==> src/knn_pkg.sv <==
// ----------------------------------------------------------------------------
// knn_pkg: shared types and constants for the k-nearest-neighbor selector
// Default sizes, the fixed distance width and the control struct that the
// top level broadcasts to every cell of the sorted chain.
// ----------------------------------------------------------------------------
`default_nettype none

package knn_pkg;

    // Default sizes for the top-level parameters.
    localparam int NEIGHBORS_DEF  = 5;
    localparam int ID_BITS_DEF    = 16;
    localparam int COORD_BITS_DEF = 16;

    // The squared distance is always carried at this width, saturating.
    localparam int DIST_BITS = 32;

    // Per-item flags that travel with a point through the distance pipeline.
    typedef struct packed {
        logic first;
        logic last;
    } item_flags_t;

    // Command broadcast to every cell of the chain in the same cycle.
    typedef struct packed {
        logic insert;   // place the incoming entry into the sorted list
        logic clear;    // treat the list as empty before this insertion
        logic rotate;   // shift held entries one cell toward the head
    } cell_ctrl_t;

endpackage : knn_pkg

`default_nettype wire

==> src/knn_dist.sv <==
// ----------------------------------------------------------------------------
// knn_dist: two-stage squared-distance pipeline
// Stage one forms the absolute coordinate difference, stage two squares it
// and saturates the result to the distance width.
// ----------------------------------------------------------------------------
`default_nettype none

module knn_dist
    import knn_pkg::*;
#(
    parameter int COORD_BITS = COORD_BITS_DEF,
    parameter int ID_BITS    = ID_BITS_DEF
)
(
    input  logic                         clk,
    input  logic                         rst_n,
    input  logic                         in_valid,
    input  logic signed [COORD_BITS-1:0] query_point,
    input  logic signed [COORD_BITS-1:0] source_point,
    input  logic        [ID_BITS-1:0]    source_id,
    input  item_flags_t                  in_flags,
    output logic                         out_valid,
    output logic        [DIST_BITS-1:0]  out_dist,
    output logic        [ID_BITS-1:0]    out_id,
    output item_flags_t                  out_flags
);

    localparam int MAG_BITS  = COORD_BITS + 1;
    localparam int PROD_BITS = 2 * MAG_BITS;

    logic signed [MAG_BITS-1:0]     diff;
    logic        [MAG_BITS-1:0]     mag_next;
    logic        [MAG_BITS-1:0]     mag_reg;
    logic        [ID_BITS-1:0]      id1_reg;
    item_flags_t                    flags1_reg;
    logic                           valid1_reg;
    logic        [PROD_BITS-1:0]    prod;
    logic        [PROD_BITS+31:0]   prod_wide;
    logic        [DIST_BITS-1:0]    dist_next;
    logic        [DIST_BITS-1:0]    dist_reg;
    logic        [ID_BITS-1:0]      id2_reg;
    item_flags_t                    flags2_reg;
    logic                           valid2_reg;

    // Difference one bit wider than the coordinates, then its magnitude.
    assign diff     = MAG_BITS'(query_point) - MAG_BITS'(source_point);
    assign mag_next = diff[MAG_BITS-1] ? MAG_BITS'(-diff) : MAG_BITS'(diff);

    // Square the magnitude; any bit above the distance width saturates.
    assign prod      = PROD_BITS'(mag_reg) * PROD_BITS'(mag_reg);
    assign prod_wide = {32'b0, prod};
    assign dist_next = (|prod_wide[PROD_BITS+31:DIST_BITS]) ? '1
                                                             : prod_wide[DIST_BITS-1:0];

    // Valid bits of both stages.
    always_ff @(posedge clk or negedge rst_n)
    begin
        if (!rst_n)
        begin
            valid1_reg <= 1'b0;
            valid2_reg <= 1'b0;
        end
        else
        begin
            valid1_reg <= in_valid;
            valid2_reg <= valid1_reg;
        end
    end

    // Payload of both stages.
    always_ff @(posedge clk)
    begin
        mag_reg    <= mag_next;
        id1_reg    <= source_id;
        flags1_reg <= in_flags;
        dist_reg   <= dist_next;
        id2_reg    <= id1_reg;
        flags2_reg <= flags1_reg;
    end

    assign out_valid = valid2_reg;
    assign out_dist  = dist_reg;
    assign out_id    = id2_reg;
    assign out_flags = flags2_reg;

endmodule : knn_dist

`default_nettype wire

==> src/knn_cell.sv <==
// ----------------------------------------------------------------------------
// knn_cell: one entry of the sorted neighbor chain
// Holds a distance and an index. On insertion it takes its left neighbor's
// entry, the new entry or keeps its own; on rotation it takes the entry of
// its right neighbor, or the head's entry when it is the last held cell.
// ----------------------------------------------------------------------------
`default_nettype none

module knn_cell
    import knn_pkg::*;
#(
    parameter int ID_BITS = ID_BITS_DEF
)
(
    input  logic                 clk,
    input  cell_ctrl_t           ctrl,
    input  logic [DIST_BITS-1:0] new_dist,
    input  logic [ID_BITS-1:0]   new_id,
    input  logic                 occ,
    input  logic                 occ_eff,
    input  logic                 left_occ_eff,
    input  logic                 left_lt,
    input  logic [DIST_BITS-1:0] left_dist,
    input  logic [ID_BITS-1:0]   left_id,
    input  logic                 right_occ,
    input  logic [DIST_BITS-1:0] right_dist,
    input  logic [ID_BITS-1:0]   right_id,
    input  logic [DIST_BITS-1:0] head_dist,
    input  logic [ID_BITS-1:0]   head_id,
    output logic [DIST_BITS-1:0] held_dist,
    output logic [ID_BITS-1:0]   id,
    output logic                 lt
);

    logic [DIST_BITS-1:0] dist_reg;
    logic [DIST_BITS-1:0] dist_next;
    logic [ID_BITS-1:0]   id_reg;
    logic [ID_BITS-1:0]   id_next;
    logic                 take_new;

    // The new entry is strictly closer than this held entry.
    assign lt = occ_eff && (new_dist < dist_reg);

    // The new entry lands here when the left cell keeps its entry and this
    // cell is either free or holds a farther one.
    assign take_new = left_occ_eff && !left_lt && (!occ_eff || lt);

    // Next entry of the cell.
    always_comb
    begin
        dist_next = dist_reg;
        id_next   = id_reg;
        if (ctrl.insert)
        begin
            if (left_lt)
            begin
                dist_next = left_dist;
                id_next   = left_id;
            end
            else if (take_new)
            begin
                dist_next = new_dist;
                id_next   = new_id;
            end
        end
        else if (ctrl.rotate && occ)
        begin
            dist_next = right_occ ? right_dist : head_dist;
            id_next   = right_occ ? right_id   : head_id;
        end
    end

    always_ff @(posedge clk)
    begin
        dist_reg <= dist_next;
        id_reg   <= id_next;
    end

    assign held_dist = dist_reg;
    assign id        = id_reg;

endmodule : knn_cell

`default_nettype wire

==> src/k_nearest_neighbor_selector_unit.sv <==
// ----------------------------------------------------------------------------
// k_nearest_neighbor_selector_unit: brute-force K-nearest-neighbor selector
// Streams source points, keeps the NEIGHBORS closest in a sorted cell chain
// and emits them nearest first when a query closes.
// ----------------------------------------------------------------------------
// A point beat is taken every cycle while a query is open; its squared
// distance passes the magnitude and distance registers of the pipeline and
// is placed into a chain of NEIGHBORS cells, every cell comparing against
// the new distance at once. A beat with tlast set closes the query: the
// input then stalls while that beat crosses the distance pipeline and for
// one output beat per held neighbor (1 to NEIGHBORS), during which the
// chain rotates one cell per accepted output beat and ends in its original
// order. The list survives emission, so points may keep accumulating into
// it when the next beat has tuser low.
`default_nettype none

module k_nearest_neighbor_selector_unit
    import knn_pkg::*;
#(
    parameter int NEIGHBORS  = NEIGHBORS_DEF,
    parameter int ID_BITS    = ID_BITS_DEF,
    parameter int COORD_BITS = COORD_BITS_DEF,
    localparam int S_TDATA_W = 8 * ((2 * COORD_BITS + ID_BITS + 7) / 8),
    localparam int RANK_BITS = (NEIGHBORS > 1) ? $clog2(NEIGHBORS) : 1,
    localparam int M_TDATA_W = 8 * ((RANK_BITS + DIST_BITS + ID_BITS + 7) / 8)
)
(
    input  logic                 clk,
    input  logic                 rst_n,
    // Point beats.
    input  logic                 s_tvalid,
    output logic                 s_tready,
    input  logic [S_TDATA_W-1:0] s_tdata,   // query_point, source_point, source_id
    input  logic                 s_tuser,   // first_of_query
    input  logic                 s_tlast,   // last_of_query
    // Neighbor beats.
    output logic                 m_tvalid,
    input  logic                 m_tready,
    output logic [M_TDATA_W-1:0] m_tdata,   // rank, distance_squared, neighbor_id
    output logic                 m_tlast    // last_of_run
);

    localparam int CNT_BITS = $clog2(NEIGHBORS + 1);

    localparam logic [1:0] ST_RUN   = 2'd0;
    localparam logic [1:0] ST_WAIT  = 2'd1;
    localparam logic [1:0] ST_DRAIN = 2'd2;

    logic [1:0]           state_reg;
    logic [1:0]           state_next;
    logic [CNT_BITS-1:0]  count_reg;
    logic [CNT_BITS-1:0]  count_next;
    logic [RANK_BITS-1:0] rank_reg;
    logic [RANK_BITS-1:0] rank_next;

    logic                 in_fire;
    logic                 out_fire;
    logic                 final_beat;
    item_flags_t          in_flags;
    logic                 ins_valid;
    logic [DIST_BITS-1:0] ins_dist;
    logic [ID_BITS-1:0]   ins_id;
    item_flags_t          ins_flags;
    cell_ctrl_t           ctrl;

    logic [DIST_BITS-1:0] cell_dist [NEIGHBORS];
    logic [ID_BITS-1:0]   cell_id   [NEIGHBORS];
    logic [NEIGHBORS-1:0] cell_lt;
    logic [NEIGHBORS-1:0] occ;
    logic [NEIGHBORS-1:0] occ_eff;

    // Handshakes.
    assign s_tready = (state_reg == ST_RUN);
    assign in_fire  = s_tvalid && s_tready;
    assign out_fire = m_tvalid && m_tready;
    assign in_flags = '{first: s_tuser, last: s_tlast};

    // Squared-distance pipeline.
    knn_dist #(
        .COORD_BITS (COORD_BITS),
        .ID_BITS    (ID_BITS)
    ) u_dist (
        .clk          (clk),
        .rst_n        (rst_n),
        .in_valid     (in_fire),
        .query_point  (s_tdata[COORD_BITS-1:0]),
        .source_point (s_tdata[2*COORD_BITS-1:COORD_BITS]),
        .source_id    (s_tdata[2*COORD_BITS+ID_BITS-1:2*COORD_BITS]),
        .in_flags     (in_flags),
        .out_valid    (ins_valid),
        .out_dist     (ins_dist),
        .out_id       (ins_id),
        .out_flags    (ins_flags)
    );

    // Command to the chain.
    assign ctrl = '{insert: ins_valid,
                    clear:  ins_valid && ins_flags.first,
                    rotate: out_fire};

    // Cell chain: occupancy follows the held count.
    genvar gi;
    generate
        for (gi = 0; gi < NEIGHBORS; gi++)
        begin : g_cell
            logic                 l_occ_eff;
            logic                 l_lt;
            logic [DIST_BITS-1:0] l_dist;
            logic [ID_BITS-1:0]   l_id;
            logic                 r_occ;
            logic [DIST_BITS-1:0] r_dist;
            logic [ID_BITS-1:0]   r_id;

            assign occ[gi]     = (CNT_BITS'(gi) < count_reg);
            assign occ_eff[gi] = occ[gi] && !ctrl.clear;

            if (gi == 0)
            begin : g_head
                assign l_occ_eff = 1'b1;
                assign l_lt      = 1'b0;
                assign l_dist    = '0;
                assign l_id      = '0;
            end
            else
            begin : g_body
                assign l_occ_eff = occ_eff[gi-1];
                assign l_lt      = cell_lt[gi-1];
                assign l_dist    = cell_dist[gi-1];
                assign l_id      = cell_id[gi-1];
            end

            if (gi == NEIGHBORS - 1)
            begin : g_tail
                assign r_occ  = 1'b0;
                assign r_dist = '0;
                assign r_id   = '0;
            end
            else
            begin : g_inner
                assign r_occ  = occ[gi+1];
                assign r_dist = cell_dist[gi+1];
                assign r_id   = cell_id[gi+1];
            end

            knn_cell #(
                .ID_BITS (ID_BITS)
            ) u_cell (
                .clk          (clk),
                .ctrl         (ctrl),
                .new_dist     (ins_dist),
                .new_id       (ins_id),
                .occ          (occ[gi]),
                .occ_eff      (occ_eff[gi]),
                .left_occ_eff (l_occ_eff),
                .left_lt      (l_lt),
                .left_dist    (l_dist),
                .left_id      (l_id),
                .right_occ    (r_occ),
                .right_dist   (r_dist),
                .right_id     (r_id),
                .head_dist    (cell_dist[0]),
                .head_id      (cell_id[0]),
                .held_dist    (cell_dist[gi]),
                .id           (cell_id[gi]),
                .lt           (cell_lt[gi])
            );
        end
    endgenerate

    // Held count: a clear leaves only the new entry, a full list stays full.
    always_comb
    begin
        count_next = count_reg;
        if (ctrl.insert)
        begin
            if (ctrl.clear)
            begin
                count_next = CNT_BITS'(1);
            end
            else if (count_reg != CNT_BITS'(NEIGHBORS))
            begin
                count_next = count_reg + CNT_BITS'(1);
            end
        end
    end

    // The final beat of a run is the one whose rank is the last held entry.
    assign final_beat = ((CNT_BITS'(rank_reg) + CNT_BITS'(1)) == count_reg);

    // Control sequence: accept points, wait for the closing point, drain.
    always_comb
    begin
        state_next = state_reg;
        rank_next  = rank_reg;
        unique case (state_reg)
            ST_RUN:
            begin
                if (in_fire && s_tlast)
                begin
                    state_next = ST_WAIT;
                end
            end
            ST_WAIT:
            begin
                if (ins_valid && ins_flags.last)
                begin
                    state_next = ST_DRAIN;
                    rank_next  = '0;
                end
            end
            ST_DRAIN:
            begin
                if (out_fire)
                begin
                    rank_next = rank_reg + RANK_BITS'(1);
                    if (final_beat)
                    begin
                        state_next = ST_RUN;
                    end
                end
            end
            default:
            begin
                state_next = ST_RUN;
            end
        endcase
    end

    always_ff @(posedge clk or negedge rst_n)
    begin
        if (!rst_n)
        begin
            state_reg <= ST_RUN;
            count_reg <= '0;
            rank_reg  <= '0;
        end
        else
        begin
            state_reg <= state_next;
            count_reg <= count_next;
            rank_reg  <= rank_next;
        end
    end

    // Output beat straight from the head cell and the rank register.
    assign m_tvalid = (state_reg == ST_DRAIN);
    assign m_tdata  = M_TDATA_W'({cell_id[0], cell_dist[0], rank_reg});
    assign m_tlast  = final_beat;

endmodule : k_nearest_neighbor_selector_unit

`default_nettype wire
==> config.mk <==
export PLATFORM = sky130hd
export DESIGN_NAME = k_nearest_neighbor_selector_unit
export DESIGN_NICKNAME = d
export VERILOG_FILES = /design/src/knn_pkg.sv /design/src/knn_dist.sv /design/src/knn_cell.sv /design/src/k_nearest_neighbor_selector_unit.sv
export SDC_FILE = /design/constraint.sdc
export NUM_CORES = 1
export LEC_CHECK = 0
export BUFFER_PORTS_ARGS = -buffer_cell sky130_fd_sc_hd__buf_4
export CORE_ASPECT_RATIO = 0.5
export CORE_MARGIN = 1.5
export CORE_UTILIZATION = 40
export DETAILED_ROUTE_END_ITERATION = 10
export REMOVE_ABC_BUFFERS = 1
export SKIP_CTS_REPAIR_TIMING = 1
export SLEW_MARGIN = 20
export SYNTH_ARGS = -nofsm -noshare
export SYNTH_HDL_FRONTEND = slang
export SYNTH_SLANG_ARGS = --single-unit
==> constraint.sdc <==
create_clock -name clk -period 7.9 [get_ports clk]
set_input_delay 1.185 -clock clk [delete_from_list [all_inputs] [get_ports clk]]
set_output_delay 1.185 -clock clk [all_outputs]
set_load 0.01 [all_outputs]
Yosys cells after proc, flatten, opt, wreduce, memory -nomap -nowiden
Index checks and enable logic that the tools add are counted.
Storage, ports and cells
  output and inout port bits: 59
  bits of input ports: 54
  flip-flop bits (word level): 335
Cells by class
  equal/unequal tests: 13
  multiplexer cells: 57
  $mul: 1
  reduce and logical (&&, ||, !) cells: 61
  $add $sub $neg: 4
  order comparisons: 10
Operator list (count)
  two-way mux 32 bit: 23
  two-way mux 16 bit: 24
  less-than comparator 32 bit: 5
  multiplier 17 x 17 -> 34 bit: 1
  logical AND 1 bit: 28
  negator 17 bit: 1
  subtractor 16 x 16 -> 17 bit: 1
  nonzero test 2 bit: 8
  two-way mux 3 bit: 4
  != test 3 x 1 -> 1 bit, second input constant: 4
  zero test 1 bit: 10
  AND reduction 2 bit: 5
  two-way mux 2 bit: 4
  != test 2 x 1 -> 1 bit, second input constant: 4
  adder 3 x 1 -> 3 bit, second input constant: 2
  less-than comparator 1 x 3 -> 1 bit, first input constant: 2
  less-than comparator 2 x 3 -> 1 bit, first input constant: 2
  one-hot mux 2 bit (3 select lines): 1
  one-hot mux 3 bit (2 select lines): 1
  AND reduction 3 bit: 2
  logical OR 1 bit: 5
  AND reduction 4 bit: 1
  equality test 3 bit: 1
  less-than comparator 3 bit, first input constant: 1
  6 further kinds: 6

Depth between registers and ports, before layout
Gate-level depths: netlist of the first run.
  depth in word-level cells: 10
  mapped depth: 25
  mapped depth without buffers: 22

Cells and area by module
A second synthesis of the first run with hierarchy kept.
Unflattened totals
  cells, all modules: 3211
  area total of the unflattened synthesis: 30712.0 µm²
By module, submodules not included
  knn_cell: area an instance 3763.6 µm², cells an instance 384, instances 5
  knn_dist: area an instance 11293.3 µm², cells an instance 1227, instances 1
  k_nearest_neighbor_selector_unit: area an instance 600.6 µm², cells an instance 64, instances 1

Worst setup path after synthesis of the first run
OpenSTA, ideal clock, no wires.
  kind: register to register
  start point: register u_dist.mag_reg[14]
  end point: register u_dist.dist_reg[3] (netlist: u_dist.out_dist[3])
  clock period less this slack: 6.190 ns
  required time: 7.777 ns
  arrival time: 6.067 ns
  setup slack: 1.710 ns
  cell stages (with the launch flop): 22
  path through: dfxtp_1 -> clkbuf_1 -> clkbuf_1 -> nand2_1 -> inv_1 -> fa_1 -> fa_1 -> fa_1 -> fa_1 -> fa_1 -> fa_1 -> ha_1 -> clkbuf_1 -> a21oi_1 -> o21bai_1 -> a21o_1 -> or3_1 -> o21ai_2 -> o311a_1 -> a31oi_2 -> buf_2 -> or2_2
Between the ends
  word-level cells in the longest chain between the ends: 2
RTL lines
  from (decl): line knn_dist.sv:33  | logic [MAG_BITS-1:0] mag_reg;
  from (signal assigned): line knn_dist.sv:73  | mag_reg <= mag_next;
  multiplier 17 x 17 -> 34 bit: line knn_dist.sv:50  | assign prod = PROD_BITS'(mag_reg) * PROD_BITS'(mag_reg);
  OR reduction 2 bit: line knn_dist.sv:52  | assign dist_next = (|prod_wide[PROD_BITS+31:DIST_BITS]) ? '1
  to (signal assigned): line knn_dist.sv:76  | dist_reg <= dist_next;
  to (decl): line knn_dist.sv:40  | logic [DIST_BITS-1:0] dist_reg;
Every way passes these cells.
A chain may end at the register's enable or synchronous reset.

Final worst setup path of the first run
  start point: register u_dist.mag_reg[3]
  end point: register u_dist.dist_reg[7] (netlist: u_dist.out_dist[7])
Between the ends
  word-level cells in the longest chain between the ends: 2
RTL lines (line)
  multiplier 17 x 17 -> 34 bit *: knn_dist.sv:50
  OR reduction 2 bit: knn_dist.sv:52
Mark *: on every way between the ends. The rest lies on a longest branch, timed or not.

==> impl_metrics.csv, run 1 <==
group,metric,value,unit
clocking,cts-root-buf,"clkbuf_16",
placement,portBuffers,107,
timing,fin_skew,32.0,ps
critical_path,r2r_end,"u_dist.out_dist[7]$_SDFF_PP1_",
drt,first_iter_violations,1618,
floorplanning,die_w,385,µm
timing,hold_ws,310,ps
layout,largest_reg_flops,160,
global_route,grt-ovfl-total,0,
drt,ant_nets,0,
clocking,clkLatencyLatePin,570,ps
synth,synthArstFlopShare,2.99,%
worst_hold_path,min_from,"u_dist.id1_reg[9]$_DFF_P_",
floorplanning,io_pins,113,
timing,finalHoldViolations,0,
timing,slew_headroom,28.9,%
synth,ys_top_cells_by_area,"edfxtp_1, fa_1, ha_1, dfxtp_1, inv_1",
synth,ys_warn_count,0,
timing,setup_viol,0,
synth,synth_edf_count,240,
placement,dp.cells,3998,
drt,via_per_inst,5.57,
clocking,cts_tree,"yes",
critical_path,path_common_cell,"fa_1",
critical_path,crit_type,"flip-flop to flip-flop",
timing,worst_pin_slew,1060,ps
global_route,grt_pass1_wl,128,mm
floorplanning,rows,69,
worst_hold_path,min_delay_worst_endpoint,"u_dist.out_id[9]$_DFF_P_",
critical_path,crit_buf_inv,4,
drt,routedWlPerCell,20.1,µm
critical_path,crit_path_end_kind,"flip-flop",
layout,fin_util,44.8,%
critical_path,cp_cell_sequence,"inv_1, nor2_1, inv_1, fa_1, fa_1, fa_1, fa_1, fa_1, fa_1, inv_1, ha_1, nand3_1, nor3_1, o311ai_0, a311oi_1, nor3_1, xnor2_1, a31oi_2, buf_4, o21bai_1",
drt,drcViolationCount,0,
layout,fin_nets,3608,
critical_path,cp_max_fo,26,
floorplanning,core_area,71500,µm²
clocking,cts.path.max_buffers,3,
timing,fin_crit_sh,91.3,%
timing,max_freq,139,MHz
critical_path,start_kind,"flip-flop",
clocking,htree_levels,2,
worst_hold_path,worstHoldPathCells,0,
critical_path,crit_slowest_cell,"dfxtp_1",
clocking,numCtsBuffers,36,
job,maxCapViolations,0,
critical_path,rr_startpoint,"u_dist.mag_reg[3]$_DFF_P_",
global_route,grt.total_usage,21.7,%
critical_path,crit_arrival,7680,ps
drt,wirelength,81.6,mm
critical_path,cp_slowest_stage_delay,740,ps
synth,syn-cell-area,29100,µm²
critical_path,crit_family,"adder cells",
placement,hpwlAfterDp,55.1,mm
critical_path,reg2reg_slack,690,ps
synth,synth_top_cell_by_area,"edfxtp_1",
synth,yosysSeqAreaShare,31.4,%
synth,synthMostInstantiatedCell,"inv_1",
timing,rsz0062_at_grt,"no",
synth,ys_types,78,
synth,synth_area_per_cell,9.50,µm²
timing,min_period,7210,ps
global_route,grt_pass1_vias,22713,
synth,syn-instance-count,3068,
global_route,antenna_found_initial,1,
clocking,cts_sinks,335,
synth,postSynthRegisterBits,335,
drt,dr_total_vias,22617,
layout,diodes,0,
layout,post_layout_nonfiller_instances,4063,
layout,area_delta_synth_final,10.0,%
global_route,grt_max_degree,221,
placement,gp_congestion,0.888,
drt,firstDrtPassIters,6,
floorplanning,die_h,194,µm
critical_path,reg2regPathDepth,20,
floorplanning,start_util,40.8,%
synth,synth_top_cell_area_share,24.7,%
clocking,path_clk_slew,70,ps
synth,synth-main-ff-cell,"edfxtp_1",
worst_hold_path,hold_path_class,"flip-flop to flip-flop",
timing,maxSlewViolCount,0,
critical_path,cp.required,8370,ps
layout,drive_above_1_share,8.18,%
floorplanning,dieArea,74600,µm²
outcome,status,"finished, final reports clean",
synth,ys_top_cells_by_count,"inv_1, ha_1, edfxtp_1",
[logic make-up (layout without fill, tap and decap cells)]
logic type | after synthesis | after routing | synth area share [%]
fa+ha+maj | 476 | 476 | 25.4
other cells | 1 | 5 | 0.0129
mux | 115 | 115 | 4.03
flops | 335 | 335 | 31.4
xor+xnor | 64 | 64 | 1.92
simple gates | 693 | 693 | 11.8
compound gates | 777 | 777 | 17.4
buf+inv | 607 | 640 | 7.99
[per-stage QoR]
stage,TNS (ps),setup slack (ps),cell area (µm²)
finish,0,689,32100
global route,0,109,32100
CTS,0,605,32000
detailed placement,0,636,30800
global placement,0,908,30800
floorplan,-1346780,-5970,28500
[layer usage]
layer | up-vias | part of all wire, % | track usage (%)
li1 | 10736 | - | -
met1 | 10981 | 46 | 30.7
met2 | 768 | 45 | 34.2
met3 | 130 | 6.9 | 3.39
met4 | 2 | 2.5 | 6.15
met5 | - | 0.016 | 0
[area by class of cell]
class / count / area, µm²
Multi-Input combinational cell: 2130 / 17800
Sequential cell: 335 / 9170
Fill cell: 6894 / 39400
Tap cell: 958 / 1200
Timing Repair Buffer: 132 / 1000
Clock buffer: 51 / 1100
Clock inverter: 14 / 119
Inverter: 443 / 1660
[cell usage in the layout (no fill, tap or decap), types with 6 or more instances in the layout]
cell,synthesis,layout
xor2_1,16,16
o211ai_1,32,32
nor2b_1,30,30
fa_1,193,193
buf_4,10,131
clkbuf_8,0,6
a21o_1,87,86
clkbuf_16,0,40
and3_1,9,8
o21a_1,10,10
nor2_1,145,141
mux2i_1,97,97
ha_1,283,283
a221o_1,24,24
dfrtp_1,10,8
nor3_1,14,14
mux2_2,18,18
nand4_1,57,57
inv_1,442,442
nand3_1,58,57
nand2b_1,36,36
edfxtp_1,240,240
o221ai_1,8,8
and2_1,118,117
xnor2_1,48,48
a211oi_1,133,132
o21ai_0,134,131
clkinv_2,0,6
o31ai_1,6,6
or2_2,8,8
a21oi_1,208,207
a31oi_1,48,48
dfxtp_1,85,85
o21bai_1,38,38
nand2_1,195,193
[worst max path at each step]
stage	endpoint	cells past startpoint	slack [ps]	startpoint
2_1_floorplan	g_cell[2].u_cell.held_dist[0]$_DFFE_PP_	1	-5970	u_dist.out_valid$_DFF_PN0_
3_3_place_gp	u_dist.out_dist[7]$_SDFF_PP1_	21	910	u_dist.mag_reg[6]$_DFF_P_
3_5_place_dp	u_dist.out_dist[7]$_SDFF_PP1_	20	640	u_dist.mag_reg[3]$_DFF_P_
4_1_cts	u_dist.out_dist[7]$_SDFF_PP1_	20	610	u_dist.mag_reg[3]$_DFF_P_
5_1_grt	u_dist.out_dist[7]$_SDFF_PP1_	20	110	u_dist.mag_reg[3]$_DFF_P_
6_report	u_dist.out_dist[7]$_SDFF_PP1_	20	690	u_dist.mag_reg[3]$_DFF_P_
Power of run 1 is left out: the tool's default activity adds up to more than one toggle a clock period on the data nets, which glitch-free logic cannot reach.
==> run 2: changes to the inputs <==
Settings changed: CORE_ASPECT_RATIO 0.5 to 2.
==> impl_metrics.csv, run 2 (synthesized netlist as in run 1, its figures left out) <==
group,metric,value,unit
outcome,status,"finished with violations",
outcome,violations,"design-rule violations",
timing,fin_crit_sh,91.3,%
critical_path,crit_type,"flip-flop to flip-flop",
placement,place_ws,717,ps
floorplanning,io_pins,113,
worst_hold_path,min_delay_worst_endpoint,"u_dist.out_id[4]$_DFF_P_",
layout,diodes,0,
critical_path,crit_family,"adder cells",
drt,firstDrtPassIters,8,
clocking,cts.path.max_buffers,3,
layout,final_common_cell,"inv_1",
timing,max_freq,139,MHz
placement,portBuffers,107,
placement,gp_congestion,0.886,
global_route,antenna_found_initial,0,
layout,layout_common_cells,"inv_1, ha_1, edfxtp_1",
floorplanning,core_area,72000,µm²
worst_hold_path,hold_path_class,"flip-flop to flip-flop",
worst_hold_path,min_from,"u_dist.id1_reg[4]$_DFF_P_",
clocking,htree_levels,2,
critical_path,crit_slowest_cell,"dfxtp_1",
timing,worst_pin_slew,1060,ps
timing,slew_headroom,28.9,%
drt,via_per_inst,5.69,
layout,fin_nets,3612,
drt,routedWlPerCell,21.6,µm
critical_path,reg2regPathDepth,21,
critical_path,cp_cell_sequence,"and2_1, inv_1, fa_1, inv_1, fa_1, ha_1, fa_1, inv_1, fa_1, fa_1, inv_1, ha_1, a21oi_1, a21boi_0, a211oi_1, a21oi_1, o21ai_2, o311a_1, a31oi_2, buf_4, or2_2",
critical_path,cp_max_fo,32,
critical_path,start_kind,"flip-flop",
layout,multiInputGateArea,17800,µm²
timing,finalSetupTns,0,ps
clocking,path_clk_slew,70,ps
layout,fin_util,44.3,%
critical_path,r2r_end,"u_dist.out_dist[8]$_SDFF_PP1_",
floorplanning,start_util,40.5,%
critical_path,cp.required,8340,ps
clocking,cts_tree,"yes",
critical_path,path_common_cell,"fa_1",
drt,wirelength,87.0,mm
timing,finalHoldViolations,0,
drt,dr_total_vias,22890,
critical_path,cp_slowest_stage_delay,840,ps
global_route,grt_max_degree,199,
clocking,clkLatencyLatePin,570,ps
clocking,numCtsBuffers,35,
global_route,grt.total_usage,23.3,%
clocking,cts-root-buf,"clkbuf_16",
global_route,grt-ovfl-total,0,
timing,hold_ws,327,ps
floorplanning,rows,139,
placement,hpwlAfterDp,62.8,mm
critical_path,crit_path_end_kind,"flip-flop",
critical_path,crit_arrival,7650,ps
job,maxCapViolations,0,
layout,largest_reg_flops,160,
timing,setup_viol,0,
drt,drcViolationCount,8,
drt,first_iter_violations,1370,
worst_hold_path,worstHoldPathCells,0,
critical_path,rr_startpoint,"u_dist.mag_reg[2]$_DFF_P_",
timing,rsz0062_at_grt,"no",
floorplanning,die_w,194,µm
layout,drive_above_1_share,8.17,%
timing,min_period,7210,ps
global_route,grt_pass1_wl,134,mm
floorplanning,dieArea,74600,µm²
critical_path,crit_buf_inv,5,
timing,maxSlewViolCount,0,
global_route,grt_pass1_vias,23985,
layout,register_area,9170,µm²
timing,fin_skew,38.5,ps
critical_path,reg2reg_slack,690,ps
clocking,cts_sinks,335,
timing,worst_slack,688,ps
layout,area_delta_synth_final,9.54,%
floorplanning,die_h,385,µm
layout,fillerInstances,7080,
drt,ant_nets,0,
==> run 2: cell type report <==
cell class                      instances  area share (%)
Tap cell                              916            3.59
Inverter                              443            5.21
Timing Repair Buffer                  137            3.26
Multi-Input combinational cell       2130            55.7
Clock buffer                           47            3.11
Sequential cell                       335            28.7
Clock inverter                         16           0.408
==> run 2: worst max-delay path by stage <==
stage / startpoint / to / slack, ps / cells past startpoint
finish: u_dist.mag_reg[2]$_DFF_P_ / u_dist.out_dist[8]$_SDFF_PP1_ / 690 / 21
global route: u_dist.mag_reg[1]$_DFF_P_ / u_dist.out_dist[8]$_SDFF_PP1_ / 440 / 20
CTS: u_dist.mag_reg[2]$_DFF_P_ / u_dist.out_dist[8]$_SDFF_PP1_ / 720 / 21
detailed placement: u_dist.mag_reg[2]$_DFF_P_ / u_dist.out_dist[8]$_SDFF_PP1_ / 720 / 21
global placement: u_dist.mag_reg[2]$_DFF_P_ / u_dist.out_dist[8]$_SDFF_PP1_ / 770 / 21
floorplan: u_dist.out_valid$_DFF_PN0_ / g_cell[2].u_cell.held_dist[0]$_DFFE_PP_ / -5970 / 1
==> run 2: stage by stage <==
step           std cells  cell area [µm²]
2_1_floorplan       2908            28500
3_3_place_gp        3961            30800
3_5_place_dp        3961            30800
4_1_cts             4024            31900
5_1_grt             4024            31900
6_report            4024            31900
==> run 2: routing by layer <==
layer  vias up  share of wire (%)  GRT usage (%)
met2       713                 55           46.5
li1      10713                  -              -
met1     11196                 34           23.1
met3       268                4.5           2.09
met4         0                6.4           13.9
met5         -                  0              0
Power of run 2 is left out for the same reason.
